**src/rtl/occupancy_clear_holdoff_top_macros.svh**
```systemverilog
// Assertion macros for the occupancy clear hold-off block
`ifndef OCCUPANCY_CLEAR_HOLDOFF_TOP_MACROS_SVH
`define OCCUPANCY_CLEAR_HOLDOFF_TOP_MACROS_SVH

`ifndef SYNTHESIS
`define OCH_ASSERT_IMPL(name, clk, rst_n, ante, cons, msg) \
	name: assert property (@(posedge clk) disable iff (!rst_n) (ante) |-> (cons)) \
		else $error(msg);
`define OCH_ASSERT_NEXT(name, clk, rst_n, ante, cons, msg) \
	name: assert property (@(posedge clk) disable iff (!rst_n) (ante) |=> (cons)) \
		else $error(msg);
`define OCH_ASSERT_NEVER(name, clk, rst_n, cond, msg) \
	name: assert property (@(posedge clk) disable iff (!rst_n) !(cond)) \
		else $error(msg);
`else
`define OCH_ASSERT_IMPL(name, clk, rst_n, ante, cons, msg)
`define OCH_ASSERT_NEXT(name, clk, rst_n, ante, cons, msg)
`define OCH_ASSERT_NEVER(name, clk, rst_n, cond, msg)
`endif

`endif

```
**src/rtl/och_pkg.sv**
```systemverilog
// Shared constants and types of the occupancy clear hold-off block
`timescale 1ns / 1ps
`default_nettype none

package och_pkg;

	localparam int ZONE_COUNT_DEF = 5;
	localparam int TICK_HZ_DEF    = 1000;

	localparam int NUM_HOLD   = 6;
	localparam int HOLD_W     = 16;
	localparam int TICKS_W    = 32;
	localparam int ZONE_W     = 5;
	localparam int COUNT_W    = 2;
	localparam int CH_W       = 3;
	localparam int VALUE_W    = 2;
	localparam int MAX_CH     = 1 << CH_W;
	localparam int CFG_IDX_W  = 3;

	typedef enum logic {
		KIND_OCC   = 1'b0,
		KIND_COUNT = 1'b1
	} och_kind_t;

	typedef struct packed {
		logic               level;
		logic               pending;
		logic [TICKS_W-1:0] start;
	} och_chan_t;

	typedef struct packed {
		och_kind_t          kind;
		logic [CH_W-1:0]    channel;
		logic [VALUE_W-1:0] value;
	} och_rep_t;

endpackage

`default_nettype wire

```
**src/rtl/och_if.sv**
```systemverilog
// Poll and report channel interfaces
`timescale 1ns / 1ps
`default_nettype none

interface och_poll_if;
	logic                        valid;
	logic                        ready;
	logic                        joined;
	logic [och_pkg::TICKS_W-1:0] now_ticks;
	logic                        occupied_all;
	logic [och_pkg::ZONE_W-1:0]  zone_mask;
	logic [och_pkg::COUNT_W-1:0] target_count;

	modport source (output valid, joined, now_ticks, occupied_all, zone_mask, target_count,
		input ready);
	modport sink (input valid, joined, now_ticks, occupied_all, zone_mask, target_count,
		output ready);
endinterface

interface och_report_if;
	logic                        valid;
	logic                        ready;
	logic                        report_kind;
	logic [och_pkg::CH_W-1:0]    channel;
	logic [och_pkg::VALUE_W-1:0] value;
	logic                        last;

	modport source (output valid, report_kind, channel, value, last, input ready);
	modport sink (input valid, report_kind, channel, value, last, output ready);
endinterface

`default_nettype wire

```
**src/rtl/occupancy_clear_holdoff_top.sv**
```systemverilog
// The first report of a poll passes the issue stage, the compute stage and the held report
// register before it leaves the output register. A joined poll reads one channel of the state
// memory per cycle while the output does not stall, then takes the target count step; unjoined polls give no reports.
// Up to ZONE_COUNT + 2 reports per poll, one per cycle; output stalls hold the pipeline.
// Reset clears hold-off registers, channel state valid bits, count and all control state.
`timescale 1ns / 1ps
`default_nettype none
`include "occupancy_clear_holdoff_top_macros.svh"

module occupancy_clear_holdoff_top #(
	parameter int ZONE_COUNT = och_pkg::ZONE_COUNT_DEF,
	parameter int TICK_HZ    = och_pkg::TICK_HZ_DEF
) (
	input  wire logic                          clk,
	input  wire logic                          arst_n,
	och_poll_if.sink                           poll,
	och_report_if.source                       rpt,
	input  wire logic                          cfg_we,
	input  wire logic [och_pkg::CFG_IDX_W-1:0] cfg_index,
	input  wire logic [och_pkg::HOLD_W-1:0]    cfg_data
);

	localparam int NCH    = ZONE_COUNT + 1;
	localparam int ST_W   = $clog2(NCH + 1);
	localparam int ADDR_W = $clog2(NCH);
	localparam int MAXC   = och_pkg::MAX_CH;
	localparam int CHW    = och_pkg::CH_W;
	localparam int TW     = och_pkg::TICKS_W;
	localparam int HW     = och_pkg::HOLD_W;
	localparam int VW     = och_pkg::VALUE_W;
	localparam int CW     = och_pkg::COUNT_W;
	localparam int ZW     = och_pkg::ZONE_W;

	// config
	logic [HW-1:0] hold_q [och_pkg::NUM_HOLD];

	// issue stage
	logic          s1_v_q;
	logic [ST_W-1:0] st_q;
	logic [TW-1:0] now_q;
	logic          occ_q;
	logic [ZW-1:0] mask_q;
	logic [CW-1:0] cnt_q;

	// compute stage
	logic          v_s2;
	logic [ST_W-1:0] st_s2;
	logic          cnt_step_s2;
	logic [TW-1:0] now_s2;
	logic          seen_s2;
	logic [TW-1:0] hold_ticks_s2;
	logic [CW-1:0] cnt_s2;
	och_pkg::och_chan_t rdata_s2;
	logic          rvld_s2;

	// state memory
	och_pkg::och_chan_t mem_q [NCH];
	logic [NCH-1:0] vld_q;
	logic [CW-1:0]  rcount_q;

	// report buffering
	logic              p_v_q;
	logic              p_last_q;
	och_pkg::och_rep_t p_q;
	logic              o_v_q;
	logic              o_last_q;
	och_pkg::och_rep_t o_q;

	logic              poll_xfer;
	logic              s1_last;
	logic              s1_adv;
	logic              adv;
	logic              step;
	logic              rd_en;
	logic              wr_en;
	logic [ADDR_W-1:0] rd_addr;
	logic [ADDR_W-1:0] wr_addr;
	logic [CHW-1:0]    s1_sel;
	logic [MAXC-1:0]   seen_ext;
	logic [HW-1:0]     hold_ext [MAXC];
	logic [TW-1:0]     hold_ticks;
	och_pkg::och_chan_t cur;
	och_pkg::och_chan_t nxt;
	logic [TW-1:0]     elapsed;
	logic              rep_v;
	och_pkg::och_rep_t rep;
	logic              rep_step;
	logic              move;

	assign s1_last   = (st_q == ST_W'(NCH));
	assign adv       = !o_v_q || rpt.ready;
	assign s1_adv    = s1_v_q && (!v_s2 || adv);
	assign step      = v_s2 && adv;
	assign poll.ready = !s1_v_q || (s1_adv && s1_last);
	assign poll_xfer = poll.valid && poll.ready;

	assign rd_en   = s1_adv && !s1_last;
	assign rd_addr = st_q[ADDR_W-1:0];
	assign wr_en   = step && !cnt_step_s2;
	assign wr_addr = st_s2[ADDR_W-1:0];

	assign s1_sel   = CHW'(st_q);
	assign seen_ext = MAXC'({mask_q, occ_q});

	always_comb begin
		for (int i = 0; i < MAXC; i++) begin
			hold_ext[i] = '0;
		end
		for (int i = 0; i < och_pkg::NUM_HOLD; i++) begin
			hold_ext[i] = hold_q[i];
		end
		hold_ticks = TW'(hold_ext[s1_sel]) * TW'(TICK_HZ);
	end

	always_ff @(posedge clk or negedge arst_n) begin
		if (!arst_n) begin
			for (int i = 0; i < och_pkg::NUM_HOLD; i++) begin
				hold_q[i] <= '0;
			end
		end else if (cfg_we && (int'(cfg_index) < och_pkg::NUM_HOLD)) begin
			hold_q[cfg_index] <= cfg_data;
		end
	end

	// issue stage control
	always_ff @(posedge clk or negedge arst_n) begin
		if (!arst_n) begin
			s1_v_q <= 1'b0;
			st_q   <= '0;
		end else if (poll_xfer && poll.joined) begin
			s1_v_q <= 1'b1;
			st_q   <= '0;
		end else if (s1_adv && s1_last) begin
			s1_v_q <= 1'b0;
		end else if (s1_adv) begin
			st_q <= st_q + ST_W'(1);
		end
	end

	always_ff @(posedge clk) begin
		if (poll_xfer) begin
			now_q  <= poll.now_ticks;
			occ_q  <= poll.occupied_all;
			mask_q <= poll.zone_mask;
			cnt_q  <= poll.target_count;
		end
	end

	// compute stage
	always_ff @(posedge clk or negedge arst_n) begin
		if (!arst_n) begin
			v_s2 <= 1'b0;
		end else if (s1_adv) begin
			v_s2 <= 1'b1;
		end else if (step) begin
			v_s2 <= 1'b0;
		end
	end

	always_ff @(posedge clk) begin
		if (s1_adv) begin
			st_s2         <= st_q;
			cnt_step_s2   <= s1_last;
			now_s2        <= now_q;
			seen_s2       <= seen_ext[s1_sel];
			hold_ticks_s2 <= hold_ticks;
			cnt_s2        <= cnt_q;
		end
	end

	// state memory, registered read
	always_ff @(posedge clk) begin
		if (wr_en) begin
			mem_q[wr_addr] <= nxt;
		end
		if (rd_en) begin
			rdata_s2 <= mem_q[rd_addr];
		end
	end

	always_ff @(posedge clk or negedge arst_n) begin
		if (!arst_n) begin
			vld_q   <= '0;
			rvld_s2 <= 1'b0;
		end else begin
			if (wr_en) begin
				vld_q[wr_addr] <= 1'b1;
			end
			if (rd_en) begin
				rvld_s2 <= vld_q[rd_addr];
			end
		end
	end

	always_comb begin
		cur         = rvld_s2 ? rdata_s2 : '0;
		nxt         = cur;
		rep_v       = 1'b0;
		rep.kind    = och_pkg::KIND_OCC;
		rep.channel = CHW'(st_s2);
		rep.value   = '0;
		elapsed     = '0;
		if (cnt_step_s2) begin
			rep.kind    = och_pkg::KIND_COUNT;
			rep.channel = '0;
			rep.value   = VW'(cnt_s2);
			rep_v       = (cnt_s2 != rcount_q);
		end else begin
			if (seen_s2 && !cur.level) begin
				nxt.level   = 1'b1;
				nxt.pending = 1'b0;
				rep_v       = 1'b1;
				rep.value   = VW'(1);
			end else if (!seen_s2 && cur.level && !cur.pending) begin
				nxt.pending = 1'b1;
				nxt.start   = now_s2;
			end
			elapsed = now_s2 - nxt.start;
			if (nxt.pending && !seen_s2 && (elapsed >= hold_ticks_s2)) begin
				nxt.level   = 1'b0;
				nxt.pending = 1'b0;
				rep_v       = 1'b1;
				rep.value   = '0;
			end
		end
	end

	always_ff @(posedge clk or negedge arst_n) begin
		if (!arst_n) begin
			rcount_q <= '0;
		end else if (step && cnt_step_s2) begin
			rcount_q <= cnt_s2;
		end
	end

	// one report held back until the next one, or the end of the poll, fixes its last flag
	assign rep_step = step && rep_v;
	assign move     = p_v_q && (rep_step || p_last_q) && adv;

	always_ff @(posedge clk or negedge arst_n) begin
		if (!arst_n) begin
			p_v_q    <= 1'b0;
			p_last_q <= 1'b0;
		end else if (rep_step) begin
			p_v_q    <= 1'b1;
			p_last_q <= cnt_step_s2;
		end else if (move) begin
			p_v_q <= 1'b0;
		end else if (step && cnt_step_s2 && p_v_q) begin
			p_last_q <= 1'b1;
		end
	end

	always_ff @(posedge clk) begin
		if (rep_step) begin
			p_q <= rep;
		end
		if (move) begin
			o_q      <= p_q;
			o_last_q <= p_last_q;
		end
	end

	always_ff @(posedge clk or negedge arst_n) begin
		if (!arst_n) begin
			o_v_q <= 1'b0;
		end else if (move) begin
			o_v_q <= 1'b1;
		end else if (rpt.ready) begin
			o_v_q <= 1'b0;
		end
	end

	assign rpt.valid       = o_v_q;
	assign rpt.report_kind = o_q.kind;
	assign rpt.channel     = o_q.channel;
	assign rpt.value       = o_q.value;
	assign rpt.last        = o_last_q;

	`OCH_ASSERT_IMPL(a_rw_addr, clk, arst_n, rd_en && wr_en, rd_addr != wr_addr, "read-write collision on state memory")
	`OCH_ASSERT_NEVER(a_orphan_rep, clk, arst_n, p_v_q && !p_last_q && !s1_v_q && !v_s2, "held report lost its last flag")
	`OCH_ASSERT_NEXT(a_count_last, clk, arst_n, step && cnt_step_s2 && rep_v, p_v_q && p_last_q && (p_q.kind == och_pkg::KIND_COUNT), "count report not final")
	`OCH_ASSERT_NEXT(a_poll_start, clk, arst_n, poll_xfer && poll.joined, s1_v_q && (st_q == '0), "joined poll did not start sweep")

endmodule

`default_nettype wire
```
**src/flat_wrapper.sv**
```systemverilog
// flat-port wrapper written by rule: the top's interface ports become plain ports
module occupancy_clear_holdoff_top_flat 
#(
	parameter int ZONE_COUNT = och_pkg::ZONE_COUNT_DEF,
	parameter int TICK_HZ    = och_pkg::TICK_HZ_DEF
)
  (clk, arst_n, cfg_we, cfg_index, cfg_data, poll_valid, poll_joined, poll_now_ticks, poll_occupied_all, poll_zone_mask, poll_target_count, poll_ready, rpt_valid, rpt_report_kind, rpt_channel, rpt_value, rpt_last, rpt_ready);
  och_poll_if poll_i ();
  och_report_if rpt_i ();
  input  wire logic clk;
  input  wire logic arst_n;
  input  wire logic cfg_we;
  input  wire logic [och_pkg::CFG_IDX_W-1:0] cfg_index;
  input  wire logic [och_pkg::HOLD_W-1:0] cfg_data;
  input wire logic [$bits(poll_i.valid)-1:0] poll_valid;
  input wire logic [$bits(poll_i.joined)-1:0] poll_joined;
  input wire logic [$bits(poll_i.now_ticks)-1:0] poll_now_ticks;
  input wire logic [$bits(poll_i.occupied_all)-1:0] poll_occupied_all;
  input wire logic [$bits(poll_i.zone_mask)-1:0] poll_zone_mask;
  input wire logic [$bits(poll_i.target_count)-1:0] poll_target_count;
  output wire logic [$bits(poll_i.ready)-1:0] poll_ready;
  output wire logic [$bits(rpt_i.valid)-1:0] rpt_valid;
  output wire logic [$bits(rpt_i.report_kind)-1:0] rpt_report_kind;
  output wire logic [$bits(rpt_i.channel)-1:0] rpt_channel;
  output wire logic [$bits(rpt_i.value)-1:0] rpt_value;
  output wire logic [$bits(rpt_i.last)-1:0] rpt_last;
  input wire logic [$bits(rpt_i.ready)-1:0] rpt_ready;
  assign poll_i.valid = poll_valid;
  assign poll_i.joined = poll_joined;
  assign poll_i.now_ticks = poll_now_ticks;
  assign poll_i.occupied_all = poll_occupied_all;
  assign poll_i.zone_mask = poll_zone_mask;
  assign poll_i.target_count = poll_target_count;
  assign poll_ready = poll_i.ready;
  assign rpt_valid = rpt_i.valid;
  assign rpt_report_kind = rpt_i.report_kind;
  assign rpt_channel = rpt_i.channel;
  assign rpt_value = rpt_i.value;
  assign rpt_last = rpt_i.last;
  assign rpt_i.ready = rpt_ready;
  occupancy_clear_holdoff_top #(.ZONE_COUNT(ZONE_COUNT), .TICK_HZ(TICK_HZ)) u_core (.clk(clk), .arst_n(arst_n), .poll(poll_i), .rpt(rpt_i), .cfg_we(cfg_we), .cfg_index(cfg_index), .cfg_data(cfg_data));
endmodule
```
**config.mk**
```make
export PLATFORM = sky130hd
export DESIGN_NAME = occupancy_clear_holdoff_top_flat
export DESIGN_NICKNAME = d
export VERILOG_FILES = /design/src/rtl/och_pkg.sv /design/src/rtl/och_if.sv /design/src/rtl/occupancy_clear_holdoff_top.sv /design/src/flat_wrapper.sv
export VERILOG_INCLUDE_DIRS = /design/src /design/src/rtl
export SDC_FILE = /design/constraint.sdc
export NUM_CORES = 1
export LEC_CHECK = 0
export BUFFER_PORTS_ARGS = -buffer_cell sky130_fd_sc_hd__buf_2
export CORE_AREA = 8 8 178 222
export CTS_BUF_LIST = sky130_fd_sc_hd__clkbuf_8
export DETAILED_ROUTE_END_ITERATION = 10
export DIE_AREA = 0 0 186 230
export HOLD_SLACK_MARGIN = 0.15
export PLACE_DENSITY = 0.9
export SLEW_MARGIN = 20
export SYNTH_ARGS = -nofsm -noshare
export SYNTH_HDL_FRONTEND = slang
export SYNTH_SLANG_ARGS = --single-unit
```
**constraint.sdc**
```tcl
create_clock -name clk -period 6.94 [get_ports clk]
set_input_delay 0.694 -clock clk [delete_from_list [all_inputs] [get_ports clk]]
set_output_delay 0.694 -clock clk [all_outputs]
set_load 0.005 [all_outputs]
```
==> impl_metrics.json <==
{
  "clkLatencyLatePin_ns": 0.63,
  "die_w_microns": 186,
  "number_of_nets_in_the_synthesized_netlist": 1857,
  "finalCritPeriodShare_pct": 92.87,
  "vias_in_the_first_global_route": 15290,
  "avgSynthCellArea_sq_um": 14.08,
  "worst_margin_pin_slew_ns": 1.097,
  "postCtsSetupRepairBufs": 0,
  "seq_area_sq_um": 13430,
  "gr-max-usage-layer": "met2",
  "port_buffers": 73,
  "drt_iter0_drc": 1110,
  "detail-route-antenna-nets": 0,
  "mostFrequentLayoutCell": "edfxtp_1",
  "die_area_sq_um": 42780,
  "clock_h_tree_levels": 3,
  "layout.cells.most_common_list": "edfxtp_1, nand2_1, dfrtp_1, ha_1, o21ai_0",
  "finalClockSkew_ns": 0.03612,
  "global_route.overflow_total": 0,
  "synth-seq-area-share_pct": 58.40,
  "globalRouteMet3Util_pct": 4.449,
  "max_cap_violations": 0,
  "outcome": "finished clean",
  "synth_top_flop_cell": "edfxtp_1",
  "floorplan.initialDensity_pct": 64.02,
  "post-dp-hpwl_mm": 33.45,
  "ys_ff_latch": 466,
  "synth_area_sq_um": 22990,
  "synth_async_sr_flop_share_pct": 24.25,
  "coreArea_sq_um": 35910,
  "arrival_ns": 6.81,
  "post-route-min-period_ns": 6.445,
  "yosys_warnings": 0,
  "post-route-drc-count": 0,
  "post_route_cells_drive_above_1_share_pct": 22.52,
  "clkSlewWorstSetupHoldPaths_ns": 0.06,
  "cts_max_path_buffers": 3,
  "hold_path_class": "input port to register",
  "area.growth.synth_to_final_pct": 10.07,
  "gate_count_after_technology_mapping": 1633,
  "drt_wl_total_mm": 51.46,
  "cts_buffers": 68,
  "track_usage_pct": 24.56,
  "antenna_found_initial": 0,
  "slew_headroom_pct": 26.47,
  "grt_use_met2_pct": 43.49,
  "fp.dieH_microns": 230,
  "hold_viol_final": 0,
  "nets": 1976,
  "setup_violations": 0,
  "route.detailed.wl_per_inst_microns": 22.53,
  "netlist-cell-type-count": 87,
  "setup_crit_start_kind": "register",
  "synth-edff-count": 353,
  "area_of_the_multi_input_gates_sq_um": 9134,
  "maxClockFrequency_mhz": 155.2,
  "num_vias": 14290,
  "grt_start_max_net_pins": 84,
  "route.detailed.vias_per_inst": 6.255,
  "clock_tree.root_cell": "clkbuf_8",
  "clkSinkCount": 466,
  "row_count": 78,
  "critPathKind": "register to register",
  "worst-path-max-fanout": 23,
  "cts_tree": "done",
  "timing.critical_path.to_type": "register",
  "detail_route.first_pass.iterations": 9,
  "setup-tns-final_ns": 0,
  "design.portCount": 74,
  "grt_pass1_wl_mm": 81.16,
  "use_met1_pct": 28.15,
  "finalMaxSlewViolations": 0,
  "grt_setup_unrepaired": "no",
  "n_fill_cell": 2245,
  "final_weighted_congestion_in_routability_driven_placement": 0.8944,
  "cp_data_required_time_ns": 7.31
}
==> flip-flops by register name, indices dropped and copies added (netlist names), 2 cells and up <==
| signal | cells |
|---|---|
| u_core.hold_ticks_s2 | 23 |
| u_core.p_q | 6 |
| u_core.now_q | 32 |
| u_core.mask_q | 5 |
| u_core.cnt_q | 2 |
| u_core.rdata_s2 | 34 |
| u_core.rpt.channel | 3 |
| u_core.hold_ext | 96 |
| u_core.rd_addr | 3 |
| u_core.now_s2 | 32 |
| u_core.cnt_s2 | 2 |
| u_core.rpt.value | 2 |
| u_core.mem_q | 204 |
| u_core.vld_q | 6 |
| u_core.rcount_q | 2 |
| u_core.st_s2 | 3 |
==> worst paths after layout <==
kind | depth (start not counted) | to | slack (ns) | from
worst min register to register | 0 | u_core.now_s2[30] | 0.42 | u_core.now_q[30]
max in group asynchronous | 3 | u_core.hold_ext[82] | 5.30 | arst_n
worst min-delay path | 1 | u_core.mask_q[2] | 0.24 | poll_zone_mask[2]
worst max register to register | 20 | u_core.hold_ticks_s2[24] | 0.49 | u_core.rd_addr[0]
min in group asynchronous | 2 | u_core.s1_v_q | 0.56 | arst_n
worst max-delay path | 20 | u_core.hold_ticks_s2[24] | 0.49 | u_core.rd_addr[0]
==> critical path: stages (launching register included) <==
cell      delay [ns]
dfrtp_4         0.69
mux4_2          0.55
nand2_1         0.08
o21ai_0         0.30
fa_1            0.63
inv_1           0.06
fa_1            0.48
fa_1            0.51
inv_1           0.05
fa_1            0.46
ha_1            0.35
a21oi_1         0.21
o21bai_1        0.10
a21oi_1         0.24
o21bai_1        0.09
a21oi_1         0.26
o21ai_0         0.20
nor4_1          0.35
o31ai_1         0.18
o221ai_1        0.27
xnor2_1         0.11
==> stage by stage <==
| step | cells | utilization (%) | setup slack (ns) | area (sq um) | hold slack [ns] |
|---|---|---|---|---|---|
| floorplan | 1633 | - | 0.5787 | 22990 | 0.3984 |
| detailed placement | 2159 | 66.95 | 0.5849 | 24050 | 0.4054 |
| global placement | 2159 | 66.95 | 0.7158 | 24050 | 0.4018 |
| CTS | 2281 | 70.36 | 0.5047 | 25270 | 0.2116 |
| global route | 2283 | 70.46 | 0.09642 | 25300 | 0.2115 |
| finish | 2284 | 70.46 | 0.4948 | 25310 | 0.2410 |
==> kinds of logic after synthesis <==
group	Yosys count	synth area share, %
fa+ha+maj	159	10.45
compound gates	272	7.368
mux	204	12.24
flops	466	58.40
xor+xnor	47	1.790
buf+inv	129	2.237
simple gates	356	7.510
==> cells in the mapped netlist, types with 4 or more instances <==
master / number / share of area, %
o22ai_1: 4 / 0.11
nor2b_1: 11 / 0.30
fa_1: 55 / 4.8
buf_1: 18 / 0.29
dfrtp_1: 113 / 12
o21bai_1: 5 / 0.16
o21ai_0: 106 / 2.3
nor3b_1: 5 / 0.16
nand4_1: 8 / 0.22
and2b_2: 5 / 0.19
nand2_1: 157 / 2.6
mux2i_1: 54 / 2.4
mux4_2: 52 / 5.1
ha_1: 104 / 5.7
o211ai_1: 4 / 0.13
a21o_1: 22 / 0.72
a21oi_1: 65 / 1.4
a31oi_1: 9 / 0.24
nor2_1: 79 / 1.3
or2_2: 8 / 0.22
and2_1: 6 / 0.16
nor3_1: 16 / 0.35
nand3_1: 11 / 0.24
and3_1: 6 / 0.16
edfxtp_1: 353 / 46
or3_1: 6 / 0.16
o21a_1: 7 / 0.23
xor2_1: 13 / 0.50
mux2_2: 98 / 4.8
xnor2_1: 34 / 1.3
inv_1: 68 / 1.1
a211oi_1: 7 / 0.23
clkbuf_1: 36 / 0.59
nand2b_1: 11 / 0.30
==> layout make-up <==
class                           count  share of cell area [%]
Antenna cell                        1                0.009888
Clock buffer                       72                   3.916
Clock inverter                     49                  0.8801
Inverter                           68                   1.009
Multi-Input combinational cell   1038                   36.09
Sequential cell                   466                   53.08
Tap cell                          480                   2.373
Timing Repair Buffer              110                   2.640
==> metal layers <==
| metal | wire length (microns) | part of all wire, % | up-vias |
|---|---|---|---|
| met1 | 18670 | 36 | 7158 |
| met3 | 3280 | 6.4 | 168 |
| met4 | 2305 | 4.5 | 0 |
| met2 | 27210 | 53 | 649 |
| li1 | - | - | 6312 |
| met5 | 0 | 0 | - |
==> timing repair <==
| item | CTS | global route |
|---|---|---|
| endpoints found under the hold margin | 30 | 0 |
| hold buffers | 1 | 0 |
| resized for setup | 0 | 0 |
| setup endpoints to repair | 0 | 0 |
Power is not shown: default switching activity piles up to over one toggle a cycle in this logic, so the estimate is an artifact.
